File: config.mk
export PLATFORM = sky130hd
export DESIGN_NAME = wake_window_sleep_scheduler
export DESIGN_NICKNAME = d
export VERILOG_FILES = /design/src/sv/wwss_pkg.sv /design/src/sv/wwss_front.sv /design/src/sv/wwss_queue.sv /design/src/sv/wwss_back.sv /design/src/sv/wake_window_sleep_scheduler.sv
export SDC_FILE = /design/constraint.sdc
export NUM_CORES = 1
export LEC_CHECK = 0
export BUFFER_PORTS_ARGS = -buffer_cell sky130_fd_sc_hd__buf_2
export CORE_ASPECT_RATIO = 1.5
export CORE_MARGIN = 1
export CORE_UTILIZATION = 45
export CTS_CLUSTER_SIZE = 10
export DETAILED_ROUTE_END_ITERATION = 7
export MAX_ROUTING_LAYER = met4
export PLACE_DENSITY = 0.7
export SLEW_MARGIN = 20
export SYNTH_ARGS = -nofsm -noshare
export SYNTH_HDL_FRONTEND = slang
export SYNTH_SLANG_ARGS = --single-unit
File: constraint.sdc
create_clock -name clk -period 19.2 [get_ports clk]
set_clock_uncertainty 0.1 [all_clocks]
set_input_delay 3.84 -clock clk [delete_from_list [all_inputs] [get_ports clk]]
set_output_delay 3.84 -clock clk [all_outputs]
set_load 0.03 [all_outputs]
File: src/sv/wwss_pkg.sv
// Shared types, constants and register indexes for the wake window sleep scheduler.
package wwss_pkg;

  // Time constants
  localparam int unsigned SEC_PER_DAY   = 86400;
  localparam int unsigned SEC_PER_HOUR  = 3600;
  localparam int unsigned SEC_PER_MIN   = 60;
  localparam int unsigned DAYS_PER_WEEK = 7;
  localparam int unsigned SCAN_DAYS     = 8;

  // Field widths
  localparam int unsigned DAY_W    = 3;
  localparam int unsigned MOD_W    = 11;
  localparam int unsigned NOW_W    = 17;
  localparam int unsigned UPD_W    = 17;
  localparam int unsigned SLEEP_W  = 20;
  localparam int unsigned REASON_W = 2;
  localparam int unsigned CFG_IDX_W = 3;

  // Reason codes
  localparam logic [REASON_W-1:0] REASON_NO_TIME = 2'd0;
  localparam logic [REASON_W-1:0] REASON_INSIDE  = 2'd1;
  localparam logic [REASON_W-1:0] REASON_OUTSIDE = 2'd2;

  // Configuration register indexes
  localparam logic [CFG_IDX_W-1:0] CFG_FIRST_DAY    = 3'd0;
  localparam logic [CFG_IDX_W-1:0] CFG_LAST_DAY     = 3'd1;
  localparam logic [CFG_IDX_W-1:0] CFG_WIN_START    = 3'd2;
  localparam logic [CFG_IDX_W-1:0] CFG_WIN_END      = 3'd3;
  localparam logic [CFG_IDX_W-1:0] CFG_UPDATE_INT   = 3'd4;
  localparam logic [CFG_IDX_W-1:0] CFG_BACKOFF_INT  = 3'd5;

  // Result source picked by the front end
  typedef enum logic [1:0] {
    SEL_BACKOFF = 2'd0,
    SEL_UPDATE  = 2'd1,
    SEL_DIST    = 2'd2
  } sel_t;

  typedef struct packed {
    logic               time_valid;
    logic [DAY_W-1:0]   weekday;
    logic [4:0]         hour_of_day;
    logic [5:0]         minute_of_hour;
    logic [5:0]         second_of_minute;
  } in_t;

  typedef struct packed {
    logic [SLEEP_W-1:0]  sleep_seconds;
    logic [REASON_W-1:0] reason;
  } out_t;

  typedef struct packed {
    logic [DAY_W-1:0]   first_active_day;
    logic [DAY_W-1:0]   last_active_day;
    logic [MOD_W-1:0]   window_start_minute;
    logic [MOD_W-1:0]   window_end_minute;
    logic [UPD_W-1:0]   update_interval;
    logic [SLEEP_W-1:0] backoff_interval;
  } cfg_t;

  // Classified query handed from front to back
  typedef struct packed {
    sel_t                sel;
    logic [REASON_W-1:0] reason;
    logic [DAY_W-1:0]    days;
    logic [NOW_W-1:0]    now_s;
  } job_t;

  // Queue status seen by the producer and consumer
  typedef struct packed {
    logic empty;
    logic full;
  } q_stat_t;

endpackage

File: src/sv/wwss_front.sv
// Front end: accepts a query and classifies it into a job for the back end.
module wwss_front (
  input  logic            start,
  input  wwss_pkg::in_t   in_data,
  input  wwss_pkg::cfg_t  cfg,
  input  wwss_pkg::q_stat_t q_stat,
  output logic            busy,
  output logic            push,
  output wwss_pkg::job_t  job
);

  // Fold a sum of weekday and offset (0..14) into 0..6
  function automatic logic [wwss_pkg::DAY_W-1:0] wrap_day(input logic [3:0] sum);
    logic [wwss_pkg::DAY_W-1:0] res;
    if (sum >= 4'(2 * wwss_pkg::DAYS_PER_WEEK)) begin
      res = '0;
    end else if (sum >= 4'(wwss_pkg::DAYS_PER_WEEK)) begin
      res = 3'(sum - 4'(wwss_pkg::DAYS_PER_WEEK));
    end else begin
      res = 3'(sum);
    end
    return res;
  endfunction

  logic [wwss_pkg::MOD_W-1:0] min_of_day;
  logic [wwss_pkg::NOW_W-1:0] now_s;
  logic [wwss_pkg::NOW_W-1:0] target_s;
  logic                       in_time;
  logic                       today_active;
  logic [wwss_pkg::SCAN_DAYS-1:0] day_act;
  logic                       found;
  logic [wwss_pkg::DAY_W-1:0] days;

  // Accept whenever the queue has room
  assign busy = q_stat.full;
  assign push = start && !busy;

  // Minute and second of day, window start in seconds
  assign min_of_day = 11'(in_data.hour_of_day) * 11'(wwss_pkg::SEC_PER_MIN)
                    + 11'(in_data.minute_of_hour);
  assign now_s = 17'(in_data.hour_of_day) * 17'(wwss_pkg::SEC_PER_HOUR)
               + 17'(in_data.minute_of_hour) * 17'(wwss_pkg::SEC_PER_MIN)
               + 17'(in_data.second_of_minute);
  assign target_s = 17'(cfg.window_start_minute) * 17'(wwss_pkg::SEC_PER_MIN);

  assign in_time = (min_of_day >= cfg.window_start_minute) &&
                   (min_of_day < cfg.window_end_minute);
  assign today_active = (in_data.weekday >= cfg.first_active_day) &&
                        (in_data.weekday <= cfg.last_active_day);

  // Mark active days over the scan span
  always_comb begin
    for (int d = 0; d < int'(wwss_pkg::SCAN_DAYS); d++) begin
      day_act[d] = (wrap_day(4'(in_data.weekday) + 4'(d)) >= cfg.first_active_day) &&
                   (wrap_day(4'(in_data.weekday) + 4'(d)) <= cfg.last_active_day);
    end
  end

  // Pick the nearest window start: today if still ahead, else first later day
  always_comb begin
    found = 1'b0;
    days  = '0;
    for (int d = int'(wwss_pkg::SCAN_DAYS) - 1; d > 0; d--) begin
      if (day_act[d]) begin
        found = 1'b1;
        days  = 3'(d);
      end
    end
    if (day_act[0] && (now_s < target_s)) begin
      found = 1'b1;
      days  = '0;
    end
  end

  // Classify the query
  always_comb begin
    job.days  = days;
    job.now_s = now_s;
    if (!in_data.time_valid) begin
      job.sel    = wwss_pkg::SEL_BACKOFF;
      job.reason = wwss_pkg::REASON_NO_TIME;
    end else if (today_active && in_time) begin
      job.sel    = wwss_pkg::SEL_UPDATE;
      job.reason = wwss_pkg::REASON_INSIDE;
    end else if (found) begin
      job.sel    = wwss_pkg::SEL_DIST;
      job.reason = wwss_pkg::REASON_OUTSIDE;
    end else begin
      job.sel    = wwss_pkg::SEL_BACKOFF;
      job.reason = wwss_pkg::REASON_OUTSIDE;
    end
  end

endmodule

File: src/sv/wwss_queue.sv
// Two-entry job queue between the front end and the back end.
module wwss_queue (
  input  logic              clk,
  input  logic              rst_n,
  input  logic              push,
  input  wwss_pkg::job_t    push_job,
  input  logic              pop,
  output wwss_pkg::job_t    head_job,
  output wwss_pkg::q_stat_t q_stat
);

  wwss_pkg::job_t mem_r [2];
  logic           wr_ptr_r, wr_ptr_nxt;
  logic           rd_ptr_r, rd_ptr_nxt;
  logic [1:0]     count_r, count_nxt;

  assign q_stat.empty = (count_r == 2'd0);
  assign q_stat.full  = (count_r == 2'd2);
  assign head_job     = mem_r[rd_ptr_r];

  // Advance pointers and fill count
  always_comb begin
    wr_ptr_nxt = push ? ~wr_ptr_r : wr_ptr_r;
    rd_ptr_nxt = pop ? ~rd_ptr_r : rd_ptr_r;
    count_nxt  = count_r;
    if (push && !pop) begin
      count_nxt = count_r + 2'd1;
    end else if (pop && !push) begin
      count_nxt = count_r - 2'd1;
    end
  end

  always_ff @(posedge clk) begin
    if (!rst_n) begin
      wr_ptr_r <= 1'b0;
      rd_ptr_r <= 1'b0;
      count_r  <= 2'd0;
    end else begin
      wr_ptr_r <= wr_ptr_nxt;
      rd_ptr_r <= rd_ptr_nxt;
      count_r  <= count_nxt;
    end
  end

  // Store the incoming job
  always_ff @(posedge clk) begin
    if (push) begin
      mem_r[wr_ptr_r] <= push_job;
    end
  end

endmodule

File: src/sv/wwss_back.sv
// Back end: turns a queued job into the sleep time and registers the result.
module wwss_back (
  input  logic              clk,
  input  logic              rst_n,
  input  wwss_pkg::cfg_t    cfg,
  input  wwss_pkg::q_stat_t q_stat,
  input  wwss_pkg::job_t    job,
  output logic              pop,
  output logic              out_valid,
  output wwss_pkg::out_t    out_data
);

  logic [wwss_pkg::SLEEP_W-1:0] day_sec;
  logic [wwss_pkg::SLEEP_W-1:0] target_s;
  logic [wwss_pkg::SLEEP_W-1:0] pos_s;
  logic [wwss_pkg::SLEEP_W-1:0] now_ext;
  logic [wwss_pkg::SLEEP_W-1:0] dist_s;
  logic [wwss_pkg::SLEEP_W-1:0] upd_ext;
  logic [wwss_pkg::SLEEP_W-1:0] dist_min;
  logic                         out_valid_r;
  wwss_pkg::out_t               out_data_r, out_data_nxt;

  // Drain one job every cycle the queue holds one
  assign pop = !q_stat.empty;

  // Distance to the chosen window start, clamped at zero, raised to the update interval
  assign day_sec  = 20'(job.days) * 20'(wwss_pkg::SEC_PER_DAY);
  assign target_s = 20'(cfg.window_start_minute) * 20'(wwss_pkg::SEC_PER_MIN);
  assign pos_s    = day_sec + target_s;
  assign now_ext  = 20'(job.now_s);
  assign dist_s   = (pos_s > now_ext) ? (pos_s - now_ext) : '0;
  assign upd_ext  = 20'(cfg.update_interval);
  assign dist_min = (dist_s < upd_ext) ? upd_ext : dist_s;

  // Select the result source
  always_comb begin
    out_data_nxt.reason = job.reason;
    unique case (job.sel)
      wwss_pkg::SEL_BACKOFF: out_data_nxt.sleep_seconds = cfg.backoff_interval;
      wwss_pkg::SEL_UPDATE:  out_data_nxt.sleep_seconds = upd_ext;
      wwss_pkg::SEL_DIST:    out_data_nxt.sleep_seconds = dist_min;
      default:               out_data_nxt.sleep_seconds = cfg.backoff_interval;
    endcase
  end

  always_ff @(posedge clk) begin
    if (!rst_n) begin
      out_valid_r <= 1'b0;
    end else begin
      out_valid_r <= pop;
    end
  end

  // Hold the result payload for its strobe cycle
  always_ff @(posedge clk) begin
    if (pop) begin
      out_data_r <= out_data_nxt;
    end
  end

  assign out_valid = out_valid_r;
  assign out_data  = out_data_r;

endmodule

File: src/sv/wake_window_sleep_scheduler.sv
// Top level of the wake window sleep scheduler: config registers and the front/queue/back chain.
//
//  channel | ports                          | transaction
//  --------+--------------------------------+----------------------------------
//  input   | start, busy, in_data           | start high and busy low at clk
//  result  | out_valid, out_data            | out_valid high for one cycle
//  config  | cfg_we, cfg_index, cfg_wdata   | cfg_we high at clk
//
// One query per cycle. A query accepted at one edge is classified and written into the
// two-entry queue at that edge; the back end pops it in the next cycle and registers
// the result, which strobes in the cycle after the pop.
// The back end drains the queue every cycle, so busy stays low in normal operation.
// The receiver cannot hold results off; each result strobes for exactly one cycle.
// Reset is synchronous, active low; it loads the register defaults and empties the queue.
module wake_window_sleep_scheduler (
  input  logic                                clk,
  input  logic                                rst_n,
  input  logic                                start,
  output logic                                busy,
  input  wwss_pkg::in_t                       in_data,
  output logic                                out_valid,
  output wwss_pkg::out_t                      out_data,
  input  logic                                cfg_we,
  input  logic [wwss_pkg::CFG_IDX_W-1:0]      cfg_index,
  input  logic [wwss_pkg::SLEEP_W-1:0]        cfg_wdata
);

  wwss_pkg::cfg_t    cfg_r, cfg_nxt;
  wwss_pkg::job_t    front_job;
  wwss_pkg::job_t    head_job;
  wwss_pkg::q_stat_t q_stat;
  logic              push;
  logic              pop;

  // Decode register writes
  always_comb begin
    cfg_nxt = cfg_r;
    if (cfg_we) begin
      unique case (cfg_index)
        wwss_pkg::CFG_FIRST_DAY:   cfg_nxt.first_active_day    = cfg_wdata[2:0];
        wwss_pkg::CFG_LAST_DAY:    cfg_nxt.last_active_day     = cfg_wdata[2:0];
        wwss_pkg::CFG_WIN_START:   cfg_nxt.window_start_minute = cfg_wdata[10:0];
        wwss_pkg::CFG_WIN_END:     cfg_nxt.window_end_minute   = cfg_wdata[10:0];
        wwss_pkg::CFG_UPDATE_INT:  cfg_nxt.update_interval     = cfg_wdata[16:0];
        wwss_pkg::CFG_BACKOFF_INT: cfg_nxt.backoff_interval    = cfg_wdata;
        default:                   cfg_nxt = cfg_r;
      endcase
    end
  end

  always_ff @(posedge clk) begin
    if (!rst_n) begin
      cfg_r.first_active_day    <= 3'd1;
      cfg_r.last_active_day     <= 3'd5;
      cfg_r.window_start_minute <= 11'd475;
      cfg_r.window_end_minute   <= 11'd1080;
      cfg_r.update_interval     <= 17'd300;
      cfg_r.backoff_interval    <= 20'd3600;
    end else begin
      cfg_r <= cfg_nxt;
    end
  end

  wwss_front u_front (
    .start   (start),
    .in_data (in_data),
    .cfg     (cfg_r),
    .q_stat  (q_stat),
    .busy    (busy),
    .push    (push),
    .job     (front_job)
  );

  wwss_queue u_queue (
    .clk      (clk),
    .rst_n    (rst_n),
    .push     (push),
    .push_job (front_job),
    .pop      (pop),
    .head_job (head_job),
    .q_stat   (q_stat)
  );

  wwss_back u_back (
    .clk       (clk),
    .rst_n     (rst_n),
    .cfg       (cfg_r),
    .q_stat    (q_stat),
    .job       (head_job),
    .pop       (pop),
    .out_valid (out_valid),
    .out_data  (out_data)
  );

endmodule

---- Word level (Yosys, flattened, before mapping) ----
Memories as Yosys holds them, arrays and structs flattened. A register that Yosys moved wholly into a read port is not among the register bits.
Index checks and enable logic that the tools add are counted.
storage, ports and cells
  bits in registers ....................... 92
  latch bits .............................. 0
  bits in writable memories ............... 48
  memory bits (read-only) ................. 0
  bits of input ports ..................... 48
  output and inout port bits .............. 24
  word-level logic and storage cells ...... 161
  memories kept ........................... 1
memories
  name           depth  bits a word  rd ports  clocked after memory_dff  wr ports  line              text
  u_queue.mem_r  2      24           1         1                         1         wwss_queue.sv:12  wwss_pkg::job_t mem_r [2];
cells by class
  add/sub/neg operators ................... 22
  multipliers ............................. 6
  div/mod/pow operators ................... 0
  $lt $le $gt $ge ......................... 39
  equality and inequality tests ........... 8
  shift operators ......................... 0
  multiplexer cells ....................... 44
  bitwise gates (word level) .............. 2
  reduce and logical (&&, ||, !) cells .... 27
operators by type and width
  cell                   number
  $mux 3                 24
  $mux 20                2
  $pmux 20 s2            1
  $mul 11x4->15 const B  2
  $ge 4x3->1 const B     7
  $ge 4x4->1 const B     7
  $ge 3x3->1             9
  $le 3x3->1             9
  $sub 3x3->3 const B    8
  $add 20x17->20         1
  $gt 20x17->1           1
  $lt 20x17->1           1
  $sub 20x17->20         1
  $add 17x12->17         1
  $add 17x6->17          1
  $lt 17x17->1           1
  $add 3x3->4 const B    4
  $logic_and 1x1->1      15
  $mul 3x10->13 const B  1
  $mul 5x8->13 const B   1
  $mux 1                 12
  $mux 4                 3
  $reduce_and 2->1       6
  $add 11x6->11          1
  other kinds (21)       29

---- Depth between registers and ports, before layout ----
Gate-level depths: netlist of run 1.
  word-level depth ........................ 17
  gate-level depth with buffers ........... 40

---- By module ----
From an unflattened synthesis of run 1, not the netlist that was laid out.
unflattened totals
  cell total of the unflattened synthesis .. 1,610
  area total of the unflattened synthesis .. 15,255.9 um^2
modules (own cells, without submodules)
  module                       instances  cells each  area an instance (um^2)  sequential area each (um^2)
  wwss_front                   1          712         5,898.2                  0.0
  wwss_back                    1          547         4,779.6                  680.7
  wake_window_sleep_scheduler  1          254         2,627.5                  1,301.2
  wwss_queue                   1          97          1,950.6                  1,541.5

---- Worst setup path before layout of run 1 ----
Ideal clock, no wire load.
  path kind ............................... input to register
  start ................................... in in_data[6] (netlist name)
  end ..................................... mem u_queue.mem_r[0][18] (netlist name), data pin
  arrival time ............................ 9.243 ns
  required time ........................... 18.825 ns
  slack ................................... 9.582 ns
  stages on the path ...................... 24
  buffers on the path ..................... 0
  cells stage by stage .................... fa_1 > inv_1 > fa_1 > fa_1 > fa_1 > inv_1 > ha_1 > nor2b_1 > o21ai_0 > a21boi_0 > o21ai_0 > a21boi_0 > o21a_1 > o21ai_0 > nand2b_1 > a21o_1 > nor2b_1 > xnor2_1 > ha_1 > a21o_1 > a2111oi_0 > nand2b_1 > o21ai_0 > nor3_1
RTL lines
  what             line                               text
  start, declared  wake_window_sleep_scheduler.sv:20  input wwss_pkg::in_t in_data,
  end, declared    wwss_queue.sv:12

==> metrics list, run 1 <==
* Status: finished, final reports clean
- Wire length per cell: 16.9 um
- For this run the aggregate overflow at the end of global routing stands at 0.
- The first global-routing pass estimated 52600 um of wire.
* Cells after synthesis: 1460
* Unique masters post-synth: 75
- In the post-synthesis netlist, the cell with the most instances is sky130_fd_sc_hd__ha_1.
* Number of remaining DRC errors: 0
* Post-synth net total: 1782
* Hold Buf Count CTS: 0
- Sequential share of the synthesized area: 26.1%
- TritonCTS built the clock tree.
* Worst endpoint data arrival time: 10.33 ns
- Cell types with the largest area share after synthesis: sky130_fd_sc_hd__ha_1 22%, sky130_fd_sc_hd__edfxtp_1 15%, sky130_fd_sc_hd__dfxtp_1 11%
- The critical path contains buffers and inverters numbering 3 combined.
- In the synthesized netlist, the cells that appear most often are 232 x sky130_fd_sc_hd__ha_1, 177 x sky130_fd_sc_hd__inv_1, 177 x sky130_fd_sc_hd__nand2_1.
* Total number of yosys warnings: 0
- Entering global routing, the biggest net connects 72 pins.
* Gates resized, CTS repair: 0
* RSZ-0062 raised after global routing: false
- In this design, the stage delay of the slowest critical-path cell is 0.57 ns.
- Post-synthesis average cell area: 9.09 um^2
- Global routing used 23.2% of the available tracks.
- From synthesis to final layout, the design area changed by 10.3%.
- After the first detailed-routing iteration, the DRC count stood at 449.
- The total count of max-transition violations in the final report was 0.
- Max_slew headroom: 38.4%
- STA classifies the critical path endpoint as a flip-flop.
* Sum Neg Setup Slack: 0 ns
* Die H: 212 um
- Setup WS pre-CTS: 8.44 ns
- After detailed routing, the number of vias per cell comes to 5.41.
- Hold timing on the final database bottoms out at a slack of 0.365 ns.
- Once the clock tree was built, the setup fixing pass inserted 0 buffers.
- Max-cap violations in this run came to 0.
- Reg2reg path depth: 36
* H-tree levels: 4
- After layout, the worst setup slack is 8.94 ns.
- Data required, critical path: 19.26 ns
- Clock buffer depth: 2
* Count of state elements after synthesis: 139
- Via total after detailed routing: 10407
- At the pin with the least slew margin, the transition time is 0.924 ns.
- The floorplan has 76 rows.
- Kind of cell adding the most delay to the critical path: adder cells
- Number of buffers inserted by port buffering: 71
- CTS saw 139 sinks.
- Critical Path Sink: u_queue.mem_r[0][18]$_DFFE_PP_
- The via count of the first global-routing pass was 10558.
- Clock tree synthesis selected as its root buffer the cell sky130_fd_sc_hd__clkbuf_16.
- Start point of the critical path: in_data[6]
- Cell area after synthesis: 13300 um^2
- The total area inside the core boundary comes to 28900 um^2.
* Asr flop ratio synth: 0%
* Tightest Hold Check Type: reg -> reg
* Minimum setup slack among reg-to-reg paths: 9.40 ns
- Finished layout cell area: 14600 um^2
- Based on the critical path, the design can be clocked at up to 0.0974 GHz.
- Pre-antenna DRT Iters: 7
- Once the floorplan was initialized, standard cells occupied 45.9% of the core.
- Setup violations remaining at the end of the flow were counted as 0.
* Final hold vios: 0
- Ratio of final minimum period to clock period: 53.5%
- Number of buffers added by the clock tree synthesis step: 17
* Area share of the largest cell type after synthesis: 21.9%
* I/O Pins: 72
- Clock insertion delay at the later pin of the skew report: 0.44 ns
- In this run the critical register-to-register path is launched from cfg_r[52]$_SDFFE_PN1P_.
* Antenna violation net count after detailed routing: 0
- Among all flip-flop cells after synthesis, the most frequent one is sky130_fd_sc_hd__dfxtp_1.
- Type of the setup path with the least slack: in -> reg
- Weighted congestion at the end of routability-driven global placement: 0.942
- Detail Placement HPWL: 26600 um
- Yosys mapped a number of flops with a built-in enable equal to 68.
- After detailed placement, the total cell area comes to 14000 um^2.
- The number of antenna violations at the first check in global routing came to 1.
* Critical Path Source Type: primary input
- Of all nets on the critical path, the largest fanout is 5.
- Total die area: 30200 um^2
- Number of logic stages on the critical path including buffering: 25
* Area leader, netlist: sky130_fd_sc_hd__ha_1
- Final min period: 10.26 ns
* Cell type of the slowest stage on the worst timing path: sky130_fd_sc_hd__a2111oi_0
- Of the cells placed in the final design, the portion with a size suffix greater than 1 is 9.41%.
- Final Net Count: 1840
- Filler Cell Count: 2698
- The endpoint identified for the worst register-to-register timing path is u_back.out_data[7]$_DFFE_PN_.
- After clock tree synthesis, the clock-pin slew on the worst setup and hold paths is 0.07 ns.
- The die is 142 um wide.
* Wire length reported by the detailed router: 32600 um
-- state kept, by name (all words and copies together), names as in the netlist, named ones only --
signal            cells
u_back.out_valid      1
u_back.out_data      22
cfg_r                65
u_queue.mem_r        46
u_queue.wr_ptr_r      1
u_queue.rd_ptr_r      1
u_queue.count_r       2
-- layout by cell type (no fill, tap or decap), types with 12 or more instances in the layout --
cell type / netlist / final
sky130_fd_sc_hd__nand2b_1: 23 / 23
sky130_fd_sc_hd__dfxtp_1: 71 / 71
sky130_fd_sc_hd__nand2_1: 177 / 177
sky130_fd_sc_hd__a21boi_0: 46 / 46
sky130_fd_sc_hd__xnor2_1: 51 / 51
sky130_fd_sc_hd__o211ai_1: 23 / 23
sky130_fd_sc_hd__nor2b_1: 27 / 27
sky130_fd_sc_hd__o21bai_1: 13 / 13
sky130_fd_sc_hd__and2_1: 12 / 12
sky130_fd_sc_hd__o21ai_0: 55 / 55
sky130_fd_sc_hd__nor2_1: 53 / 51
sky130_fd_sc_hd__mux2i_1: 25 / 25
sky130_fd_sc_hd__a21oi_1: 83 / 83
sky130_fd_sc_hd__clkbuf_16: 0 / 21
sky130_fd_sc_hd__o21a_1: 14 / 14
sky130_fd_sc_hd__ha_1: 232 / 232
sky130_fd_sc_hd__buf_2: 0 / 70
sky130_fd_sc_hd__xor2_1: 25 / 25
sky130_fd_sc_hd__a21o_1: 50 / 50
sky130_fd_sc_hd__edfxtp_1: 68 / 68
sky130_fd_sc_hd__nand3_1: 18 / 18
sky130_fd_sc_hd__fa_1: 42 / 42
sky130_fd_sc_hd__inv_1: 177 / 177
-- cells by family after synthesis --
logic type | synth area share [%]
AND/OR/NAND/NOR | 12.9
buffers and inverters | 6.19
AO/OA/AOI/OAI | 19.2
adder cells (fa/ha/maj) | 28.3
multiplexers | 2.22
flip-flops | 26.1
XOR/XNOR | 5.14
-- routing by layer --
metal	vias up	GRT usage (%)	share of wire [%]
met3	75	2.45	2.1
li1	5230	-	-
met4	0	12.2	5.1
met5	-	-	0
met1	4946	23.4	39
met2	156	43.4	54
-- worst reg2reg max path, delay by kind of cell, from the launching register on --
family,cells,cell delay (ns)
and+or+nand+nor,10,2.14
adders and majority gates,6,2.29
buffers and inverters,3,0.33
xor gates and xnor gates,2,0.32
AOI/OAI and AO/OA,15,4.11
DFF,1,0.30
-- per-stage QoR --
step           cells  util [%]
3_5_place_dp    1889      48.5
6_report        1922      50.7
3_3_place_gp    1889      48.5
2_1_floorplan   1460         -
5_1_grt         1922      50.7
4_1_cts         1921      50.6
-- final cells by class --
class | count | area (um^2) | area share [%]
Antenna cell | 1 | 2.50 | 0.0171
Clock buffer | 22 | 539 | 3.68
Clock inverter | 10 | 85.1 | 0.581
Inverter | 179 | 672 | 4.59
Multi-Input combinational cell | 1106 | 9010 | 61.5
Sequential cell | 139 | 3460 | 23.6
Tap cell | 390 | 488 | 3.33
Timing Repair Buffer | 75 | 388 | 2.65
-- worst min-delay path by stage --
stage / start / to / slack (ns) / cells past startpoint
after floorplan: cfg_r[10]$_SDFFE_PN1P_ / cfg_r[10]$_SDFFE_PN1P_ / 0.34 / 2
after global routing: cfg_r[5]$_SDFFE_PN0P_ / cfg_r[5]$_SDFFE_PN0P_ / 0.38 / 2
final: cfg_r[53]$_SDFFE_PN0P_ / cfg_r[53]$_SDFFE_PN0P_ / 0.36 / 2
after detailed placement: cfg_r[9]$_SDFFE_PN1P_ / cfg_r[9]$_SDFFE_PN1P_ / 0.35 / 2
after CTS: cfg_r[53]$_SDFFE_PN0P_ / cfg_r[53]$_SDFFE_PN0P_ / 0.37 / 2
after global placement: cfg_r[9]$_SDFFE_PN1P_ / cfg_r[9]$_SDFFE_PN1P_ / 0.35 / 2
Power of run 1 is left out: the tool's default activity adds up to more than one toggle a clock period on the data nets, which glitch-free logic cannot reach.
==> inputs of run 2 (changes only) <==
--- a/config.mk
+++ b/config.mk
@@ -5,6 +5,7 @@
 export SDC_FILE = /design/constraint.sdc
 export NUM_CORES = 1
 export LEC_CHECK = 0
+export ABC_AREA = 1
 export BUFFER_PORTS_ARGS = -buffer_cell sky130_fd_sc_hd__buf_2
 export CORE_ASPECT_RATIO = 1.5
 export CORE_MARGIN = 1
==> constraint.sdc (replaced) <==
create_clock -name clk -period 10.23 [get_ports clk]
set_clock_uncertainty 0.1 [all_clocks]
set_input_delay 2.046 -clock clk [delete_from_list [all_inputs] [get_ports clk]]
set_output_delay 2.046 -clock clk [all_outputs]
set_load 0.03 [all_outputs]
==> run 2 against run 1 <==
Net effect: sequential cell count stayed put; non-clock buffer count increased by 4; synthesized cell count increased by 10%; critical path depth up 16.
==> metrics list, run 2 <==
- TritonCTS built the clock tree.
- Antenna violations before repair: 0 (-1)
- The synthesized area divided by synthesized cell count came to 8.25 um^2 (-9.3%).
- The async set or reset register ratio after synthesis is 0% (unchanged).
- Setup repair after global routing left no endpoint under its margin.
- The clock latency reported for the late side of the worst-skew pair came to 0.43 ns (about the same).
- The number of flip-flops under the largest register name came to 65 (unchanged).
- H-tree levels: 4 (unchanged)
* Worst Setup End Kind: flip-flop
- Unique masters post-synth: 53 (-29%)
- The measured slew at the worst slew-check pin was 1.08 ns (+0.154 ns).
* Most frequent standard cell in the layout excluding fill and tap cells: sky130_fd_sc_hd__inv_1
- The net count after synthesis came to 1932 (+8.4%).
- Count of maximum capacitance violations: 0 (unchanged)
* Die H: 212 um (unchanged)
* Max incr delay on CP: 0.52 ns (-0.05 ns)
* Cells after synthesis: 1610 (+10%)
* Via total after detailed routing: 10889 (+4.6%)
- The number of nets in the layout is 1998 (+8.6%).
- Area leader, netlist: sky130_fd_sc_hd__ha_1
* Critical Path Source Type: flip-flop
* Clock slew at the register clock pins of the worst setup and hold paths: 0.06 ns (about the same)
* Commonest cells in the netlist: 260 x sky130_fd_sc_hd__inv_1, 232 x sky130_fd_sc_hd__ha_1, 193 x sky130_fd_sc_hd__nand2_1
- Max_slew headroom: 28.0% (-10 points)
- The pin count of the biggest net entering global routing came to 70 (-2.8%).
* Total number of yosys warnings: 0 (unchanged)
- Critical Path Most Common Cell: sky130_fd_sc_hd__nand2_1
- The area of the die is 30200 um^2 (unchanged).
- Count of clock tree sinks: 139 (unchanged)
- The worst path arrival time is 8.46 ns (-1.87 ns).
- In the post-synthesis netlist, the biggest area contributors are sky130_fd_sc_hd__ha_1 22%, sky130_fd_sc_hd__edfxtp_1 15%, sky130_fd_sc_hd__dfxtp_1 11%.
- Start point of the critical path: cfg_r[50]$_SDFFE_PN0P_
- The routed length per instance is 14.9 um (-12%).
* Area of the core: 28900 um^2 (unchanged)
* Hold Buf Count CTS: 0 (unchanged)
- The overall fraction of global-route tracks in use is 22.1% (-1.1 points).
- The sequential-to-total area share from yosys stat came to 26.1% (unchanged).
- Max frequency: 0.121 GHz
* Number of flops mapped to enable cells by yosys: 68 (unchanged)
- In the synthesized netlist the dominant register cell turns out to be sky130_fd_sc_hd__dfxtp_1.
- Number of buffers inserted by port buffering: 71 (unchanged)
- After layout, the worst path uses 81.0% of the clock period.
- Clock tree synthesis selected as its root buffer the cell sky130_fd_sc_hd__clkbuf_16.
- The slowest stage of the critical path belongs to the cell sky130_fd_sc_hd__fa_1.
- Type of the setup path with the least slack: reg -> reg
- Detail Placement HPWL: 25300 um (-5.2%)
- The share of the synthesized area in the top cell type came to 21.9% (unchanged).
- Reg2reg path depth: 41 (+14%)
- Tightest Hold Check Type: reg -> reg
- Most used cells in the layout excluding fill and tap cells: 260 x sky130_fd_sc_hd__inv_1, 232 x sky130_fd_sc_hd__ha_1, 193 x sky130_fd_sc_hd__nand2_1, 152 x sky130_fd_sc_hd__a21oi_1, 119 x sky130_fd_sc_hd__nor2_1
- Launch point of the worst reg-to-reg path: cfg_r[50]$_SDFFE_PN0P_
- Number of buffers added by the clock tree synthesis step: 17 (unchanged)
- Relative to the synthesized area, the layout overhead comes to 10.1%.
- Wire length reported by the detailed router: 30900 um (-5.0%)
- Row count: 76 (unchanged)
* Vias in the first global route: 10715 (+1.5%)
* Number of remaining DRC errors: 0 (unchanged)
- The ratio of cells with drive above 1 in the final layout came to 10.7% (+1.3 points).
* Most flops, register: cfg_r
* Count of inserted antenna diode cells: 0 (-1)
* Number of setup buffers added after CTS: 0 (unchanged)
- Most used standard cell by instance count after synthesis: sky130_fd_sc_hd__inv_1
- The starting utilization of the core area came to 45.9% (unchanged).
- Antenna violation net count after detailed routing: 0 (unchanged)
* Pre-antenna DRT Iters: 5 (-2)
- Final min period: 8.29 ns
- Gates resized, CTS repair: 0 (unchanged)
- Via-per-instance ratio: 5.24 (-3.3%)
* I/O Pins: 72 (unchanged)
* Highest fanout seen on the critical path: 18 (+13)
- The run finished with clean final reports.
- The final number of hold-violating endpoints is 0 (unchanged).
* Weighted congestion at the end of routability-driven global placement: 0.944 (+0.24%)
* Worst flop-to-flop path endpoint: u_back.out_data[3]$_DFFE_PN_
- The number of synthesized register bits came to 139 (unchanged).
- The reg-to-reg setup timing slack came to 1.94 ns (-7.46 ns).
- Sum Neg Setup Slack: 0 ns (unchanged)
- The setup violation total in the final timing report is 0 (unchanged).
- The total count of max-transition violations in the final report is 0 (unchanged).
- Clock buffer depth: 2 (unchanged)
- Wire length of the first global-routing pass: 50600 um (-3.9%)
- The violation count after the first detailed-routing iteration was 590 (+31%).
- Hold path start: u_queue.rd_ptr_r$_SDFFE_PN0N_
* Sum of overflow across all layers after global routing: 0 (unchanged)
- The critical path data required time is 10.40 ns (-8.86 ns).
- The most critical setup path has its endpoint at u_back.out_data[3]$_DFFE_PN_.
- Cell area after synthesis: 13300 um^2 (unchanged)
* Die span in x: 142 um (unchanged)
[run 2: kinds of logic after synthesis]
logic type      share of synthesized area (%)
xor+xnor                                 4.55
buf+inv                                  8.59
fa+ha+maj                                28.2
flops                                    26.1
simple gates                             16.7
compound gates                           14.4
mux                                      1.46
[run 2: through the flow]
stage	instance area [um^2]	cells	hold WS, ns	utilization [%]	setup WS (ns)
after CTS	14600	2079	0.356	50.6	2.00
after floorplan	13300	1610	0.326	-	2.93
final	14600	2079	0.361	50.6	1.94
after global routing	14600	2079	0.378	50.6	1.21
after detailed placement	14000	2047	0.349	48.5	2.07
after global placement	14000	2047	0.333	48.5	2.28
[run 2: worst max-delay path: cells and delay by family (launching register included)]
family	cells	cell delay, ns
AO/OA/AOI/OAI	11	2.11
XOR/XNOR	2	0.39
adder cells (fa/ha/maj)	6	2.40
buffers and inverters	4	0.57
flip-flops	1	0.38
AND/OR/NAND/NOR	18	2.15
[run 2: routing by layer]
| layer | GRT usage (%) | wire length [um] | vias up |
|---|---|---|---|
| li1 | - | - | 5562 |
| met1 | 22.4 | 12200 | 5105 |
| met2 | 41.9 | 16900 | 166 |
| met3 | 2.25 | 687 | 56 |
| met4 | 10.3 | 1110 | 0 |
| met5 | - | 0 | - |
[run 2: how the worst min path moves through the flow]
| stage | endpoint | slack, ns | depth (start not counted) |
|---|---|---|---|
| floorplan | flip-flop | 0.33 | 1 |
| global placement | flip-flop | 0.33 | 1 |
| detailed placement | flip-flop | 0.35 | 1 |
| CTS | flip-flop | 0.36 | 1 |
| global route | flip-flop | 0.38 | 1 |
| finish | flip-flop | 0.36 | 1 |
[run 2: layout make-up]
cell class,count,area [um^2]
Clock buffer,20,447
Sequential cell,139,3460
Clock inverter,12,148
Multi-Input combinational cell,1177,8680
Inverter,262,983
Fill cell,2801,14300
Timing Repair Buffer,79,418
Tap cell,390,488
Power of run 2 is left out for the same reason.
==> inputs of run 3 (changes only) <==
--- a/config.mk
+++ b/config.mk
@@ -13,7 +13,7 @@
 export CTS_CLUSTER_SIZE = 10
 export DETAILED_ROUTE_END_ITERATION = 7
 export MAX_ROUTING_LAYER = met4
-export PLACE_DENSITY = 0.7
+export PLACE_DENSITY = 0.72
 export SLEW_MARGIN = 20
 export SYNTH_ARGS = -nofsm -noshare
 export SYNTH_HDL_FRONTEND = slang
==> constraint.sdc (replaced) <==
create_clock -name clk -period 6.8 [get_ports clk]
set_clock_uncertainty 0.1 [all_clocks]
set_input_delay 1.36 -clock clk [delete_from_list [all_inputs] [get_ports clk]]
set_output_delay 1.36 -clock clk [all_outputs]
set_load 0.03 [all_outputs]
==> run 3 against run 2 <==
Net effect: the run now ends with setup timing left; non-clock buffer count increased by 152; wire length increased by 10%; die area unchanged; clock-buffer cell count decreased by 2; global-route usage increased by 1.1 points; cell area increased by 13%; worst hold slack got worse by 0.0052 ns; critical endpoint is now u_back.out_data[8]$_DFFE_PN_.
==> metrics list, run 3 (synthesis results as in run 2) <==
* Clock buffer depth: 2 (unchanged)
* Worst Setup End Kind: flip-flop
- Worst flop-to-flop path endpoint: u_back.out_data[8]$_DFFE_PN_
* Clock slew at the register clock pins of the worst setup and hold paths: 0.06 ns (about the same)
* Final hold vios: 0 (unchanged)
- The area of the die is 30200 um^2 (unchanged).
* Data required, critical path: 6.88 ns (-3.52 ns)
* Count of inserted antenna diode cells: 0 (unchanged)
- I/O Pins: 72 (unchanged)
* Most flops, register: cfg_r
- The measured slew at the worst slew-check pin is 1.05 ns (-0.0328 ns).
- Finished layout cell area: 16500 um^2 (+13%)
- The stage delay of the slowest cell on the critical path came to 0.59 ns (+0.07 ns).
* Clock tree from TritonCTS: done
- Worst hold endpoint: u_queue.rd_ptr_r$_SDFFE_PN0N_
* Maximum number of pins on one net before global-route repair: 70 (unchanged)
- Tightest Hold Check Type: reg -> reg
* Hold path start: u_queue.rd_ptr_r$_SDFFE_PN0N_
- Weighted congestion at the end of routability-driven global placement: 0.877 (-7.1%)
- Worst Slack Setup Final: -0.349 ns (-2.29 ns)
- Count of clock tree sinks: 139 (unchanged)
- Number of setup violations in the final report: 17 (+17)
* Vias in the first global route: 11563 (+7.9%)
- The length of the first detailed-routing pass in iterations came to 5 (unchanged).
- The total clock buffers created by CTS was 17 (unchanged).
- The placeable core region came to 28900 um^2 (unchanged).
- The number of antenna violations at the first check in global routing was 0 (unchanged).
* Highest fanout seen on the critical path: 5 (-13)
* RSZ-0062 raised after global routing: true
- First DRT Iteration DRCs: 545 (-7.6%)
- The routed length per instance was 15.3 um (+2.9%).
- Effective utilization at floorplan: 45.9% (unchanged)
- The count of buffers inserted at the top-level ports is 71 (unchanged).
* Max frequency: 0.140 GHz (+16%)
- The number of flip-flops under the largest register name came to 65 (unchanged).
* Max_slew headroom: 30.2% (+2.2 points)
- The part of the cycle the worst path needs is 105% (+24 points).
- The area of the multi-input gates was 9310 um^2 (+7.2%).
- Antenna violation net count after detailed routing: 0 (unchanged)
- The worst setup path is launched from a flip-flop.
- Reg2reg path depth: 41 (unchanged)
- Via-per-instance ratio: 5.26 (+0.35%)
- Final Max Tran Viols: 0 (unchanged)
* Via total after detailed routing: 11736 (+7.8%)
- The worst-case setup slack after placement was -0.446 ns (-2.51 ns).
- By startpoint and endpoint, the worst setup path is classified as reg -> reg.
- The number of cells on the worst hold path was 1 (unchanged).
- The total number of placement rows came to 76 (unchanged).
- The H-tree depth was 4 (unchanged).
- Final min period: 7.15 ns (-1.14 ns)
* Clk Tree Root Cell: sky130_fd_sc_hd__clkbuf_16
- Hold Buf Count CTS: 0 (unchanged)
- Clock insertion delay at the later pin of the skew report: 0.44 ns (about the same)
- The count of maximum capacitance violations came to 0 (unchanged).
* Die span in x: 142 um (unchanged)
- The count of fill cells added during filler insertion is 2536 (-9.5%).
- Detail Placement HPWL: 25700 um (+1.7%)
* Area occupied by registers: 3470 um^2 (+0.14%)
* Sum Neg Setup Slack: -5.43 ns (-5.43 ns)
- Worst endpoint data arrival time: 7.23 ns (-1.23 ns)
- Share of post-route cells with drive strength above 1: 24.2% (+14 points)
* Kind of cell adding the most delay to the critical path: adder cells
- Final Net Count: 2152 (+7.7%)
- The total grt overflow came to 0 (unchanged).
- Die H: 212 um (unchanged)
* Area after detailed placement: 14900 um^2 (+6.1%)
* Wire length reported by the detailed router: 34200 um (+10%)
- Critical Path Most Common Cell: sky130_fd_sc_hd__nand2_2
* Launch point of the worst reg-to-reg path: cfg_r[51]$_SDFFE_PN1P_
- Worst path buffer plus inverter count: 11 (+7)
- Total Routing Usage GR: 23.2% (+1.1 points)
- Cell type of the slowest stage on the worst timing path: sky130_fd_sc_hd__fa_1
* Violations in the final reports: setup timing
* Most used cells in the layout excluding fill and tap cells: 250 x sky130_fd_sc_hd__inv_1, 217 x sky130_fd_sc_hd__ha_1, 176 x sky130_fd_sc_hd__nand2_1, 146 x sky130_fd_sc_hd__buf_4, 136 x sky130_fd_sc_hd__a21oi_1
- Most frequent standard cell in the layout excluding fill and tap cells: sky130_fd_sc_hd__inv_1
* Wire length of the first global-routing pass: 53600 um (+6.0%)
* Number of remaining DRC errors: 0 (unchanged)
* Layout area overhead: 24.2%
- The run finished, with violations left.
* Minimum setup slack among reg-to-reg paths: -0.35 ns (-2.29 ns)
* Worst hold slack: 0.356 ns (-0.00522 ns)
## run 3: timing repair
| action | in CTS | in global routing |
|---|---|---|
| resized for setup | 51 | 100 |
| cloned | 4 | 1 |
| pin swaps | 30 | 91 |
| buffers inserted | 23 | 17 |
| setup endpoints to repair | 17 | 25 |
## run 3: per-stage QoR
step,instances,utilization (%)
3_3_place_gp,2157,51.5
5_1_grt,2233,57.0
2_1_floorplan,1610,-
4_1_cts,2216,55.1
3_5_place_dp,2157,51.5
6_report,2233,57.0
## run 3: routing by layer
metal	GRT usage, %	wire length [um]
met1	23.1	13200
met2	44.6	18700
met3	2.82	1000
met4	10.2	1240
met5	-	0
## run 3: cell type report
type                            count  share of cell area (%)
Inverter                          262                    6.01
Multi-Input combinational cell   1179                    56.4
Clock buffer                       18                    2.66
Clock inverter                     14                   0.728
Tap cell                          390                    2.96
Timing Repair Buffer              231                    10.2
Sequential cell                   139                    21.0
## run 3: how the worst max path moves through the flow
stage / slack, ns / startpoint / cells after the start / endpoint
floorplan: 0.0009 / cfg_r[51]$_SDFFE_PN1P_ / 42 / u_back.out_data[10]$_DFFE_PN_
global placement: -0.26 / in_data[6] / 27 / u_queue.mem_r[0][23]$_DFFE_PP_
detailed placement: -0.45 / in_data[6] / 27 / u_queue.mem_r[1][23]$_DFFE_PP_
CTS: -0.14 / cfg_r[51]$_SDFFE_PN1P_ / 43 / u_back.out_data[8]$_DFFE_PN_
global route: -0.65 / cfg_r[51]$_SDFFE_PN1P_ / 44 / u_back.out_data[6]$_DFFE_PN_
finish: -0.35 / cfg_r[51]$_SDFFE_PN1P_ / 41 / u_back.out_data[8]$_DFFE_PN_
Power of run 3 is left out for the same reason.
